`config.mk`:
```
export PLATFORM = sky130hd
export DESIGN_NAME = channel_throughput_meter_flat
export DESIGN_NICKNAME = d
export VERILOG_FILES = /design/src/rtl/ctm_pkg.sv /design/src/rtl/ctm_if.sv /design/src/rtl/channel_throughput_meter.sv /design/src/rtl/ctm_div.sv /design/src/flat_wrapper.sv
export VERILOG_INCLUDE_DIRS = /design/src /design/src/rtl
export SDC_FILE = /design/constraint.sdc
export NUM_CORES = 2
export LEC_CHECK = 0
export BUFFER_PORTS_ARGS = -buffer_cell sky130_fd_sc_hd__buf_2
export CAP_MARGIN = 10
export CORE_MARGIN = 2
export CORE_UTILIZATION = 45
export CTS_BUF_LIST = sky130_fd_sc_hd__clkbuf_4 sky130_fd_sc_hd__clkbuf_8 sky130_fd_sc_hd__clkbuf_16
export CTS_CLUSTER_DIAMETER = 100
export DETAILED_ROUTE_END_ITERATION = 6
export PLACE_DENSITY = 0.69
export SYNTH_ARGS = -nofsm -noshare
export SYNTH_HDL_FRONTEND = slang
export SYNTH_SLANG_ARGS = --single-unit
```
`constraint.sdc`:
```
create_clock -name clk -period 15.5 [get_ports clk]
set_input_delay 0.775 -clock clk [delete_from_list [all_inputs] [get_ports clk]]
set_output_delay 0.775 -clock clk [all_outputs]
set_load 0.01 [all_outputs]
```
`src/rtl/channel_throughput_meter_assert.svh`:
```
// ----------------------------------------------------------------------------
// Assertion macros for the channel throughput meter
// Clocked on clk, disabled while arst_n is low.
// ----------------------------------------------------------------------------
`ifndef CHANNEL_THROUGHPUT_METER_ASSERT_SVH
`define CHANNEL_THROUGHPUT_METER_ASSERT_SVH

// same-cycle implication
`define CTM_ASSERT_IMPLY(label, ante, cons, msg) \
	label: assert property (@(posedge clk) disable iff (!arst_n) (ante) |-> (cons)) \
		else $error(msg);

// next-cycle implication
`define CTM_ASSERT_NEXT(label, ante, cons, msg) \
	label: assert property (@(posedge clk) disable iff (!arst_n) (ante) |=> (cons)) \
		else $error(msg);

`endif

```
`src/rtl/ctm_pkg.sv`:
```
// ----------------------------------------------------------------------------
// ctm_pkg
// Shared constants and types of the channel throughput meter.
// ----------------------------------------------------------------------------
package ctm_pkg;

	localparam int DATA_W       = 32;
	localparam int TICK_SHIFT   = 15;
	localparam int SECS_W       = DATA_W - TICK_SHIFT;
	localparam int SLOT_OUT_W   = 3;
	localparam int CHANNELS_DEF = 2;
	localparam int HISTORY_DEF  = 8;

	localparam logic [DATA_W-1:0] THRESH_RESET = 32'd163840;

	typedef struct packed {
		logic              start;
		logic [DATA_W-1:0] dividend;
		logic [SECS_W-1:0] divisor;
	} div_req_t;

endpackage

```
`src/rtl/ctm_if.sv`:
```
// ----------------------------------------------------------------------------
// ctm_if
// Valid/ready channels of the channel throughput meter.
// ----------------------------------------------------------------------------
interface ctm_event_if import ctm_pkg::*; ();
	logic              valid;
	logic              ready;
	logic              channel;
	logic [DATA_W-1:0] byte_count;
	logic [DATA_W-1:0] time_stamp;

	modport source (output valid, channel, byte_count, time_stamp, input ready);
	modport sink (input valid, channel, byte_count, time_stamp, output ready);
endinterface

interface ctm_result_if import ctm_pkg::*; ();
	logic                  valid;
	logic                  ready;
	logic                  recorded;
	logic                  restarted;
	logic [SLOT_OUT_W-1:0] slot;
	logic [DATA_W-1:0]     throughput;
	logic [DATA_W-1:0]     channel_peak;
	logic [DATA_W-1:0]     latest_rate;

	modport source (output valid, recorded, restarted, slot, throughput, channel_peak,
		latest_rate, input ready);
	modport sink (input valid, recorded, restarted, slot, throughput, channel_peak,
		latest_rate, output ready);
endinterface

interface ctm_cfg_if import ctm_pkg::*; ();
	logic              valid;
	logic              ready;
	logic [DATA_W-1:0] data;

	modport source (output valid, data, input ready);
	modport sink (input valid, data, output ready);
endinterface

```
`src/rtl/channel_throughput_meter.sv`:
```
// ----------------------------------------------------------------------------
// channel_throughput_meter
// Per-channel byte accounting with throughput history and peak tracking.
// ----------------------------------------------------------------------------
// event_ch carries one transaction per event: channel, byte_count and a
// 32768 Hz time_stamp. result_ch returns one transaction per event with the
// recorded flag, restart flag, history slot, throughput, channel peak and the
// newest history value. cfg writes interval_threshold and is always ready.
// The user must see that it is written only while no event is in flight;
// the block does not enforce this. An event passes from acceptance through
// S_READ, S_HIST, S_DIV when a division runs (a recording with a nonzero
// seconds count, where the bit-serial divider computes bytes / seconds) and
// S_WB to the output register. A new event is accepted only in S_IDLE, at
// the earliest in the cycle after the write-back. Channel state and history
// sit in two synchronous memories with registered reads. After reset, a
// clearing pass writes zero to the CHANNELS*HISTORY history entries, one per
// cycle, and to the CHANNELS channel entries, with event_ch held not ready;
// the threshold returns to 163840. A stalled result stays in its register;
// the next event is accepted meanwhile, its write-back waiting till it frees.
// ----------------------------------------------------------------------------
module channel_throughput_meter import ctm_pkg::*; #(
	parameter int CHANNELS = CHANNELS_DEF,
	parameter int HISTORY  = HISTORY_DEF
) (
	input  logic    clk,
	input  logic    arst_n,
	ctm_event_if.sink    event_ch,
	ctm_result_if.source result_ch,
	ctm_cfg_if.sink      cfg
);

	`include "channel_throughput_meter_assert.svh"

	localparam int CH_AW      = (CHANNELS > 1) ? $clog2(CHANNELS) : 1;
	localparam int SLOT_W     = $clog2(HISTORY);
	localparam int HIST_DEPTH = CHANNELS * HISTORY;
	localparam int HADDR_W    = (HIST_DEPTH > 1) ? $clog2(HIST_DEPTH) : 1;

	localparam logic [2:0] S_IDLE = 3'd0;
	localparam logic [2:0] S_READ = 3'd1;
	localparam logic [2:0] S_HIST = 3'd2;
	localparam logic [2:0] S_DIV  = 3'd3;
	localparam logic [2:0] S_WB   = 3'd4;

	typedef struct packed {
		logic [DATA_W-1:0] stamp;
		logic [DATA_W-1:0] total;
		logic [DATA_W-1:0] peak;
		logic [SLOT_W-1:0] nslot;
	} chan_word_t;

	chan_word_t        chan_mem [CHANNELS];
	logic [DATA_W-1:0] hist_mem [HIST_DEPTH];

	logic [2:0]         state_q;
	logic               clr_busy_q;
	logic [HADDR_W-1:0] clr_cnt_q;
	logic [DATA_W-1:0]  thresh_q;

	logic [CH_AW-1:0]   ch_q;
	logic               inrange_q;
	logic [DATA_W-1:0]  bytes_q;
	logic [DATA_W-1:0]  now_q;
	chan_word_t         chan_rd_q;
	logic [DATA_W-1:0]  hist_rd_q;
	logic [DATA_W-1:0]  tot_q;
	logic               back_q;
	logic               rec_q;
	logic [SECS_W-1:0]  secs_q;
	logic [DATA_W-1:0]  rate_q;

	logic                  out_valid_q;
	logic                  out_rec_q;
	logic                  out_rst_q;
	logic [SLOT_OUT_W-1:0] out_slot_q;
	logic [DATA_W-1:0]     out_tput_q;
	logic [DATA_W-1:0]     out_peak_q;
	logic [DATA_W-1:0]     out_latest_q;

	logic               accept;
	logic               wb_go;
	logic [CH_AW-1:0]   ch_in;
	logic               ch_in_ok;
	logic [DATA_W:0]    sum;
	logic [DATA_W-1:0]  tot_sat;
	logic               back;
	logic [DATA_W-1:0]  elapsed;
	logic [SLOT_W-1:0]  prev_slot;
	logic [SLOT_W-1:0]  next_slot;
	logic [HADDR_W-1:0] hist_rd_addr;
	logic [HADDR_W-1:0] hist_wr_addr;
	logic [DATA_W-1:0]  new_peak;
	div_req_t           div_req;
	logic               div_done;
	logic [DATA_W-1:0]  div_quo;

	assign ch_in_ok = 32'(event_ch.channel) < 32'(CHANNELS);
	assign ch_in    = ch_in_ok ? CH_AW'(event_ch.channel) : '0;
	assign accept   = event_ch.valid && event_ch.ready;
	assign wb_go    = (state_q == S_WB) && (!out_valid_q || result_ch.ready);

	assign event_ch.ready = (state_q == S_IDLE) && !clr_busy_q;
	assign cfg.ready      = 1'b1;

	assign sum     = {1'b0, chan_rd_q.total} + {1'b0, bytes_q};
	assign tot_sat = sum[DATA_W] ? '1 : sum[DATA_W-1:0];
	assign back    = now_q < chan_rd_q.stamp;
	assign elapsed = now_q - chan_rd_q.stamp;

	assign prev_slot = (chan_rd_q.nslot == '0) ? SLOT_W'(HISTORY - 1)
		: chan_rd_q.nslot - 1'b1;
	assign next_slot = (chan_rd_q.nslot == SLOT_W'(HISTORY - 1)) ? '0
		: chan_rd_q.nslot + 1'b1;

	assign hist_rd_addr = HADDR_W'(ch_q) * HADDR_W'(HISTORY) + HADDR_W'(prev_slot);
	assign hist_wr_addr = HADDR_W'(ch_q) * HADDR_W'(HISTORY) + HADDR_W'(chan_rd_q.nslot);
	assign new_peak     = (rate_q > chan_rd_q.peak) ? rate_q : chan_rd_q.peak;

	assign div_req.start    = (state_q == S_HIST) && rec_q && (secs_q != '0);
	assign div_req.dividend = tot_q;
	assign div_req.divisor  = secs_q;

	ctm_div u_div (
		.clk      (clk),
		.arst_n   (arst_n),
		.req      (div_req),
		.done     (div_done),
		.quotient (div_quo)
	);

	// control: sequencer, clearing pass, threshold, output valid
	always_ff @(posedge clk or negedge arst_n) begin
		if (!arst_n) begin
			state_q     <= S_IDLE;
			clr_busy_q  <= 1'b1;
			clr_cnt_q   <= '0;
			thresh_q    <= THRESH_RESET;
			out_valid_q <= 1'b0;
		end else begin
			if (cfg.valid && cfg.ready) begin
				thresh_q <= cfg.data;
			end
			if (clr_busy_q) begin
				clr_cnt_q <= clr_cnt_q + 1'b1;
				if (clr_cnt_q == HADDR_W'(HIST_DEPTH - 1)) begin
					clr_busy_q <= 1'b0;
				end
			end
			if (wb_go) begin
				out_valid_q <= 1'b1;
			end else if (result_ch.valid && result_ch.ready) begin
				out_valid_q <= 1'b0;
			end
			case (state_q)
				S_IDLE: begin
					if (accept) begin
						state_q <= S_READ;
					end
				end
				S_READ: begin
					state_q <= S_HIST;
				end
				S_HIST: begin
					state_q <= div_req.start ? S_DIV : S_WB;
				end
				S_DIV: begin
					if (div_done) begin
						state_q <= S_WB;
					end
				end
				S_WB: begin
					if (wb_go) begin
						state_q <= S_IDLE;
					end
				end
				default: begin
					state_q <= S_IDLE;
				end
			endcase
		end
	end

	// datapath
	always_ff @(posedge clk) begin
		if (accept) begin
			ch_q      <= ch_in;
			inrange_q <= ch_in_ok;
			bytes_q   <= event_ch.byte_count;
			now_q     <= event_ch.time_stamp;
			chan_rd_q <= chan_mem[ch_in];
		end
		if (state_q == S_READ) begin
			hist_rd_q <= hist_mem[hist_rd_addr];
			tot_q     <= tot_sat;
			back_q    <= back;
			rec_q     <= !back && (elapsed > thresh_q);
			secs_q    <= elapsed[DATA_W-1:TICK_SHIFT];
		end
		if (state_q == S_HIST) begin
			rate_q <= '1;
		end
		if (state_q == S_DIV && div_done) begin
			rate_q <= div_quo;
		end
		if (wb_go) begin
			out_rec_q    <= inrange_q && rec_q;
			out_rst_q    <= inrange_q && back_q;
			out_slot_q   <= (inrange_q && rec_q) ? SLOT_OUT_W'(chan_rd_q.nslot) : '0;
			out_tput_q   <= (inrange_q && rec_q) ? rate_q : '0;
			out_peak_q   <= !inrange_q ? '0 : (rec_q ? new_peak : chan_rd_q.peak);
			out_latest_q <= !inrange_q ? '0 : (rec_q ? rate_q : hist_rd_q);
		end
	end

	// memories: clearing pass, then write-back
	always_ff @(posedge clk) begin
		if (clr_busy_q) begin
			hist_mem[clr_cnt_q] <= '0;
			if (32'(clr_cnt_q) < 32'(CHANNELS)) begin
				chan_mem[CH_AW'(clr_cnt_q)] <= '0;
			end
		end else if (wb_go && inrange_q) begin
			if (back_q) begin
				chan_mem[ch_q] <= '{stamp: now_q, total: '0, peak: chan_rd_q.peak,
					nslot: chan_rd_q.nslot};
			end else if (rec_q) begin
				hist_mem[hist_wr_addr] <= rate_q;
				chan_mem[ch_q] <= '{stamp: now_q, total: '0, peak: new_peak,
					nslot: next_slot};
			end else begin
				chan_mem[ch_q] <= '{stamp: chan_rd_q.stamp, total: tot_q,
					peak: chan_rd_q.peak, nslot: chan_rd_q.nslot};
			end
		end
	end

	assign result_ch.valid        = out_valid_q;
	assign result_ch.recorded     = out_rec_q;
	assign result_ch.restarted    = out_rst_q;
	assign result_ch.slot         = out_slot_q;
	assign result_ch.throughput   = out_tput_q;
	assign result_ch.channel_peak = out_peak_q;
	assign result_ch.latest_rate  = out_latest_q;

	`CTM_ASSERT_IMPLY(a_clear_blocks_events, clr_busy_q, !event_ch.ready,
		"event accepted during clearing pass")
	`CTM_ASSERT_NEXT(a_accept_reads, accept, state_q == S_READ,
		"accepted event did not start a read")
	`CTM_ASSERT_IMPLY(a_rec_rst_exclusive, out_valid_q, !(out_rec_q && out_rst_q),
		"result both recorded and restarted")
	`CTM_ASSERT_IMPLY(a_idle_fields_zero, out_valid_q && !out_rec_q,
		(out_slot_q == '0) && (out_tput_q == '0), "slot or throughput set without record")
	`CTM_ASSERT_IMPLY(a_div_only_in_div, div_done, state_q == S_DIV,
		"divider finished outside divide state")

endmodule

```
`src/rtl/ctm_div.sv`:
```
// ----------------------------------------------------------------------------
// ctm_div
// Restoring divider, one quotient bit per cycle, done pulses when the last bit is in.
// ----------------------------------------------------------------------------
module ctm_div import ctm_pkg::*; (
	input  logic              clk,
	input  logic              arst_n,
	input  div_req_t          req,
	output logic              done,
	output logic [DATA_W-1:0] quotient
);

	localparam int CNT_W = $clog2(DATA_W);

	logic              busy_q;
	logic              done_q;
	logic [CNT_W-1:0]  cnt_q;
	logic [SECS_W-1:0] rem_q;
	logic [SECS_W-1:0] dvs_q;
	logic [DATA_W-1:0] quo_q;
	logic [SECS_W:0]   trial;
	logic [SECS_W:0]   diff;
	logic              fits;

	assign trial = {rem_q, quo_q[DATA_W-1]};
	assign diff  = trial - {1'b0, dvs_q};
	assign fits  = trial >= {1'b0, dvs_q};

	always_ff @(posedge clk or negedge arst_n) begin
		if (!arst_n) begin
			busy_q <= 1'b0;
			done_q <= 1'b0;
			cnt_q  <= '0;
		end else begin
			done_q <= 1'b0;
			if (req.start) begin
				busy_q <= 1'b1;
				cnt_q  <= '0;
			end else if (busy_q) begin
				cnt_q <= cnt_q + 1'b1;
				if (cnt_q == CNT_W'(DATA_W - 1)) begin
					busy_q <= 1'b0;
					done_q <= 1'b1;
				end
			end
		end
	end

	always_ff @(posedge clk) begin
		if (req.start) begin
			rem_q <= '0;
			dvs_q <= req.divisor;
			quo_q <= req.dividend;
		end else if (busy_q) begin
			rem_q <= fits ? diff[SECS_W-1:0] : trial[SECS_W-1:0];
			quo_q <= {quo_q[DATA_W-2:0], fits};
		end
	end

	assign done     = done_q;
	assign quotient = quo_q;

endmodule

```
`src/flat_wrapper.sv`:
```
// flat-port wrapper written by rule: the top's interface ports become plain ports
module channel_throughput_meter_flat import ctm_pkg::*;
#(
	parameter int CHANNELS = CHANNELS_DEF,
	parameter int HISTORY  = HISTORY_DEF
)
  (clk, arst_n, event_ch_valid, event_ch_channel, event_ch_byte_count, event_ch_time_stamp, event_ch_ready, result_ch_valid, result_ch_recorded, result_ch_restarted, result_ch_slot, result_ch_throughput, result_ch_channel_peak, result_ch_latest_rate, result_ch_ready, cfg_valid, cfg_data, cfg_ready);
  ctm_event_if event_ch_i ();
  ctm_result_if result_ch_i ();
  ctm_cfg_if cfg_i ();
  input  logic clk;
  input  logic arst_n;
  input wire logic [$bits(event_ch_i.valid)-1:0] event_ch_valid;
  input wire logic [$bits(event_ch_i.channel)-1:0] event_ch_channel;
  input wire logic [$bits(event_ch_i.byte_count)-1:0] event_ch_byte_count;
  input wire logic [$bits(event_ch_i.time_stamp)-1:0] event_ch_time_stamp;
  output wire logic [$bits(event_ch_i.ready)-1:0] event_ch_ready;
  output wire logic [$bits(result_ch_i.valid)-1:0] result_ch_valid;
  output wire logic [$bits(result_ch_i.recorded)-1:0] result_ch_recorded;
  output wire logic [$bits(result_ch_i.restarted)-1:0] result_ch_restarted;
  output wire logic [$bits(result_ch_i.slot)-1:0] result_ch_slot;
  output wire logic [$bits(result_ch_i.throughput)-1:0] result_ch_throughput;
  output wire logic [$bits(result_ch_i.channel_peak)-1:0] result_ch_channel_peak;
  output wire logic [$bits(result_ch_i.latest_rate)-1:0] result_ch_latest_rate;
  input wire logic [$bits(result_ch_i.ready)-1:0] result_ch_ready;
  input wire logic [$bits(cfg_i.valid)-1:0] cfg_valid;
  input wire logic [$bits(cfg_i.data)-1:0] cfg_data;
  output wire logic [$bits(cfg_i.ready)-1:0] cfg_ready;
  assign event_ch_i.valid = event_ch_valid;
  assign event_ch_i.channel = event_ch_channel;
  assign event_ch_i.byte_count = event_ch_byte_count;
  assign event_ch_i.time_stamp = event_ch_time_stamp;
  assign event_ch_ready = event_ch_i.ready;
  assign result_ch_valid = result_ch_i.valid;
  assign result_ch_recorded = result_ch_i.recorded;
  assign result_ch_restarted = result_ch_i.restarted;
  assign result_ch_slot = result_ch_i.slot;
  assign result_ch_throughput = result_ch_i.throughput;
  assign result_ch_channel_peak = result_ch_i.channel_peak;
  assign result_ch_latest_rate = result_ch_i.latest_rate;
  assign result_ch_i.ready = result_ch_ready;
  assign cfg_i.valid = cfg_valid;
  assign cfg_i.data = cfg_data;
  assign cfg_ready = cfg_i.ready;
  channel_throughput_meter #(.CHANNELS(CHANNELS), .HISTORY(HISTORY)) u_core (.clk(clk), .arst_n(arst_n), .event_ch(event_ch_i), .result_ch(result_ch_i), .cfg(cfg_i));
endmodule
```
==> results <==
- The top cell type by area accounts for about two thirds of the synthesized area.
- The part of the total power dissipated in combinational logic is 26.6%.
- Input and output buffers added on the ports amount to around 200.
- During synthesis, Yosys emitted a total of 0 warnings.
- At the worst endpoint, the arrival time is between 5000 and 6000 ps.
- The top cell types in the final layout, fill and taps aside, are sky130_fd_sc_hd__edfxtp_1, sky130_fd_sc_hd__nand2_1, sky130_fd_sc_hd__buf_2.
- The residual antenna-violating net count after detailed routing is 0.
- Setup violations remaining at the end of the flow were counted as 0.
- Hold repair after CTS inserted 0 buffers.
- The count of clock tree sinks is around 1200.
- Setup repair after global routing left no endpoint under its margin.
- The layout overhead on the synthesized area is 13.2%.
- The number of placed instances with taps included is ~4700.
- The share of total power in sequential cells is approximately 45%.
- The post-synthesis cell type with the largest combined area is sky130_fd_sc_hd__edfxtp_1.
- For this design the total switching power over the nets is ~3 mW.
- The synthesized design contains 1204 register bits.
- Adding up every negative setup slack in the final design gives 0 ps.
- The type of the setup path with the least slack is reg -> reg.
- In the post-synthesis netlist, the biggest area contributors are sky130_fd_sc_hd__edfxtp_1, sky130_fd_sc_hd__mux4_2, sky130_fd_sc_hd__ha_1.
- The standard-cell row count is about 120.
- The clock network is responsible for roughly 29% of the overall power.
- For this run the aggregate overflow at the end of global routing stands at 0.
- The clock-pin slew reported for the worst setup and hold paths after clock tree synthesis is ~70 ps.
- The root buffer cell chosen for the clock tree is sky130_fd_sc_hd__clkbuf_16.
- Across every metal layer, demand over resource in global routing totals around a fifth.
- For the worst-skew pair, the clock arrives at the later sink with an insertion delay of roughly 710 ps.
- The flow ran to the end, and the final reports show no timing, DRC or antenna violations.
- The cell area after synthesis is about 51000 µm².
- The routed design has 113000 µm of wire.
- The analysis attributes to cell leakage a power of 20.9 nW.
- The category of the worst setup path launch point is a register.
- The average cell area after synthesis is 16.4 µm².
- The die covers between 100000 and 150000 µm².
- In the final layout, the share of cells above drive strength 1 is 25.4%.
- IR analysis of the VDD net gives a maximum drop of between 100 and 150 µV.
- The wire-length estimate of the detail-placed layout is between 60000 and 70000 µm.
- The share of synthesized area occupied by flip-flops and latches is 69.8%.
- The count of cells in the finished layout, fillers not included, comes to a little under 5000.
- At the pin with the least slew margin, the transition time is between 1000 and 1500 ps.
- The total nets after synthesis is 3376.
- The number of different library cells in the post-synthesis netlist is 88.
- Counting the buffers created by CTS gives about 120.
- The violation count after the first detailed-route iteration is around 2400.
- Counting along the longest clock path gives a buffer depth of 3.
- The pin count of the biggest net entering global routing is 97.
- STA classifies the critical path endpoint as a register.
- STA puts the critical path data required time at between 15000 and 20000 ps.
- The internal power of the cells is 6.90 mW.
- The timing-limited maximum frequency is between 200 and 250 MHz.
- The largest fanout on the critical path is 4.
- Dividing the detail-routed via count by the number of cells gives 5.57.
- TritonCTS built the clock tree.
- The first-pass iteration count of the detailed router is 7.
- The number of inserted filler cells in the final layout is slightly above 9000.
- The library cell used most frequently in the layout, excluding fill and tap cells, is sky130_fd_sc_hd__edfxtp_1.
- between 200 and 250 I/O pins were placed.
- The count of mapped cells out of synthesis is just over 3000.
- The height of the die is roughly 340 µm.
- Power spread over the standard cell area amounts to ~170 nW/µm².
- In the final routed layout, each cell accounts on average for between 20 and 25 µm.
- The worst register-to-register path has a setup slack of 10920 ps.
- Measured along the x axis, the die boundary spans 341 µm.
- Net switching is 30.2% of the power.
- The standard cell core area is about 110000 µm².
- Once the floorplan was initialized, standard cells occupied between 40% and 50% of the core.
- In this run the worst hold path is classified as in -> async.
- The final clock skew is 48.8 ps.
- The H-tree was split into 3 levels.
- In this run, synthesis inferred between 1000 and 1500 flip-flops with an integrated enable.
- The via count of the first global-routing pass is 27684.
- The main flop type after synthesis is sky130_fd_sc_hd__edfxtp_1.
- At the end of routability-driven placement, the weighted congestion stood at approximately 0.87.
- The routed design could run at a clock period as short as roughly 4600 ps.
- The net count of the finished layout is between 3000 and 4000.
- The number of antenna violations at the first check in global routing is 1.
- Counting flops with an async set or reset pin after synthesis yields a share of around 4%.
- The count of final hold-check violations is 0.
- The post-CTS setup buffer count is 0.
- The final critical-path share of the clock period is 29.5%.
- The DRC violations left is 0.
- The worst-case headroom to the max-slew limit is between 20% and 30%.
- The number of violations of the max-capacitance limit is 0.
- The max-slew violation count is 0.
- The number of gates resized after CTS was 0.
- The first global-routing pass estimated roughly 170000 µm of wire.
- The total number of vias is 27637.
[cells in the mapped netlist, types with 4 or more instances]
cell type	n
sky130_fd_sc_hd__a21o_1	62
sky130_fd_sc_hd__a21oi_1	81
sky130_fd_sc_hd__a221oi_1	4
sky130_fd_sc_hd__a22o_1	32
sky130_fd_sc_hd__a31oi_1	20
sky130_fd_sc_hd__and2_1	71
sky130_fd_sc_hd__and3_1	40
sky130_fd_sc_hd__buf_2	25
sky130_fd_sc_hd__buf_6	6
sky130_fd_sc_hd__clkbuf_1	92
sky130_fd_sc_hd__dfrtp_1	45
sky130_fd_sc_hd__dfxtp_1	17
sky130_fd_sc_hd__edfxtp_1	1139
sky130_fd_sc_hd__ha_1	152
sky130_fd_sc_hd__inv_1	156
sky130_fd_sc_hd__mux2_2	135
sky130_fd_sc_hd__mux2_4	30
sky130_fd_sc_hd__mux4_2	160
sky130_fd_sc_hd__nand2_1	243
sky130_fd_sc_hd__nand2_2	20
sky130_fd_sc_hd__nand2b_1	18
sky130_fd_sc_hd__nand3_1	36
sky130_fd_sc_hd__nand4_1	26
sky130_fd_sc_hd__nor2_1	75
sky130_fd_sc_hd__nor2b_1	15
sky130_fd_sc_hd__nor3_1	23
sky130_fd_sc_hd__nor3b_1	8
sky130_fd_sc_hd__nor4_1	15
sky130_fd_sc_hd__o2111ai_1	4
sky130_fd_sc_hd__o211ai_1	11
sky130_fd_sc_hd__o211ai_2	4
sky130_fd_sc_hd__o21a_1	17
sky130_fd_sc_hd__o21ai_0	112
sky130_fd_sc_hd__o21ai_1	12
sky130_fd_sc_hd__o21ai_2	4
sky130_fd_sc_hd__o21bai_1	16
sky130_fd_sc_hd__o22ai_1	5
sky130_fd_sc_hd__o31ai_1	6
sky130_fd_sc_hd__o31ai_2	4
sky130_fd_sc_hd__or2_2	33
sky130_fd_sc_hd__or3_1	8
sky130_fd_sc_hd__xnor2_1	44
sky130_fd_sc_hd__xor2_1	19
[path summary, 6_finish.rpt]
| check | start | end | cells after the start |
|---|---|---|---|
| max in group asynchronous | arst_n | u_core.state_q[1] | 2 |
| worst max-delay path | u_core.chan_rd_q[67] | u_core.rec_q | 20 |
| worst min register to register | u_core.secs_q[12] | u_core.u_div.dvs_q[12] | 0 |
| worst min-delay path | arst_n | u_core.clr_cnt_q[0] | 2 |
| worst max register to register | u_core.chan_rd_q[67] | u_core.rec_q | 20 |
| min in group clk | event_ch_byte_count[21] | u_core.bytes_q[21] | 1 |
[critical path, stage by stage, from the launching register on]
cell,delay [ps]
sky130_fd_sc_hd__edfxtp_1,400
sky130_fd_sc_hd__ha_1,250
sky130_fd_sc_hd__fa_1,420
sky130_fd_sc_hd__nor2b_1,150
sky130_fd_sc_hd__o21ai_1,90
sky130_fd_sc_hd__a21boi_1,230
sky130_fd_sc_hd__o31ai_1,120
sky130_fd_sc_hd__a21oi_1,430
sky130_fd_sc_hd__o2111ai_1,210
sky130_fd_sc_hd__a21boi_0,280
sky130_fd_sc_hd__nor2_1,90
sky130_fd_sc_hd__xnor2_1,150
sky130_fd_sc_hd__ha_1,200
sky130_fd_sc_hd__a21o_1,170
sky130_fd_sc_hd__a21o_1,170
sky130_fd_sc_hd__a21oi_1,140
sky130_fd_sc_hd__o21ai_0,100
sky130_fd_sc_hd__a221oi_1,300
sky130_fd_sc_hd__o21ai_0,110
sky130_fd_sc_hd__o221ai_1,160
sky130_fd_sc_hd__o21ba_2,180
[sequential cells by signal (all words and copies together) (netlist names), 32 cells and up]
name	flops
u_core.now_q	32
u_core.hist_rd_q	32
u_core.result_ch.channel_peak	32
u_core.rate_q	32
u_core.tot_q	32
u_core.result_ch.latest_rate	32
u_core.bytes_q	32
u_core.result_ch.throughput	32
u_core.thresh_q	32
u_core.u_div.quotient	32
u_core.chan_rd_q	99
u_core.chan_mem	198
u_core.hist_mem	512
[stage by stage]
step           instance area [µm²]  setup WS (ps)  utilization [%]  power [mW]  hold slack (ps)
2_1_floorplan                51200           4080                -        6.39              417
3_3_place_gp                 54100          10770             48.0        7.07              426
3_5_place_dp                 54100          10660             48.0        7.11              430
4_1_cts                      58000          10990             51.5        9.97              177
5_1_grt                      58000          10590             51.5        10.4              199
6_report                     58000          10920             51.5        9.89              211
[power by group through the flow]
stage | registers [mW] | clock network [mW] | logic [mW]
after global placement | 4.47 | 0 | 2.60
after floorplan | 4.45 | 0 | 1.95
after CTS | 4.42 | 2.89 | 2.66
after global routing | 4.46 | 3.02 | 2.91
after detailed placement | 4.48 | 0 | 2.64
final | 4.42 | 2.84 | 2.64
[routing by layer]
metal / track usage, % / vias up / share of wire (%)
li1: - / 12518 / -
met1: 27.6 / 14120 / 44
met2: 31.0 / 865 / 47
met3: 2.76 / 134 / 6.4
met4: 5.12 / 0 / 2.0
met5: 0 / - / 0
[cell type report]
type	count	area [µm²]	area share (%)
flip-flops and latches	1204	35700	61.7
repair buffers	250	1380	2.37
clock buffers	143	3140	5.42
multi-input cells	1631	14500	25.0
clock inverters	76	728	1.26
inverters	158	596	1.03
diodes	1	2.50	0.00432
well taps	1500	1880	3.24
[cells by family (layout without fill, tap and decap cells)]
| logic type | count (synthesis) | in the layout | share of synthesized area (%) |
|---|---|---|---|
| muxes | 328 | 328 | 10.9 |
| buffers and inverters | 284 | 627 | 2.25 |
| DFF | 1204 | 1204 | 69.8 |
| AOI/OAI and AO/OA | 444 | 444 | 5.89 |
| adders and majority gates | 155 | 155 | 3.83 |
| other | 1 | 2 | 0.00732 |
| and+or+nand+nor | 640 | 640 | 6.18 |
| xor gates and xnor gates | 63 | 63 | 1.08 |
No activity file was read; power rests on OpenSTA's default activity.
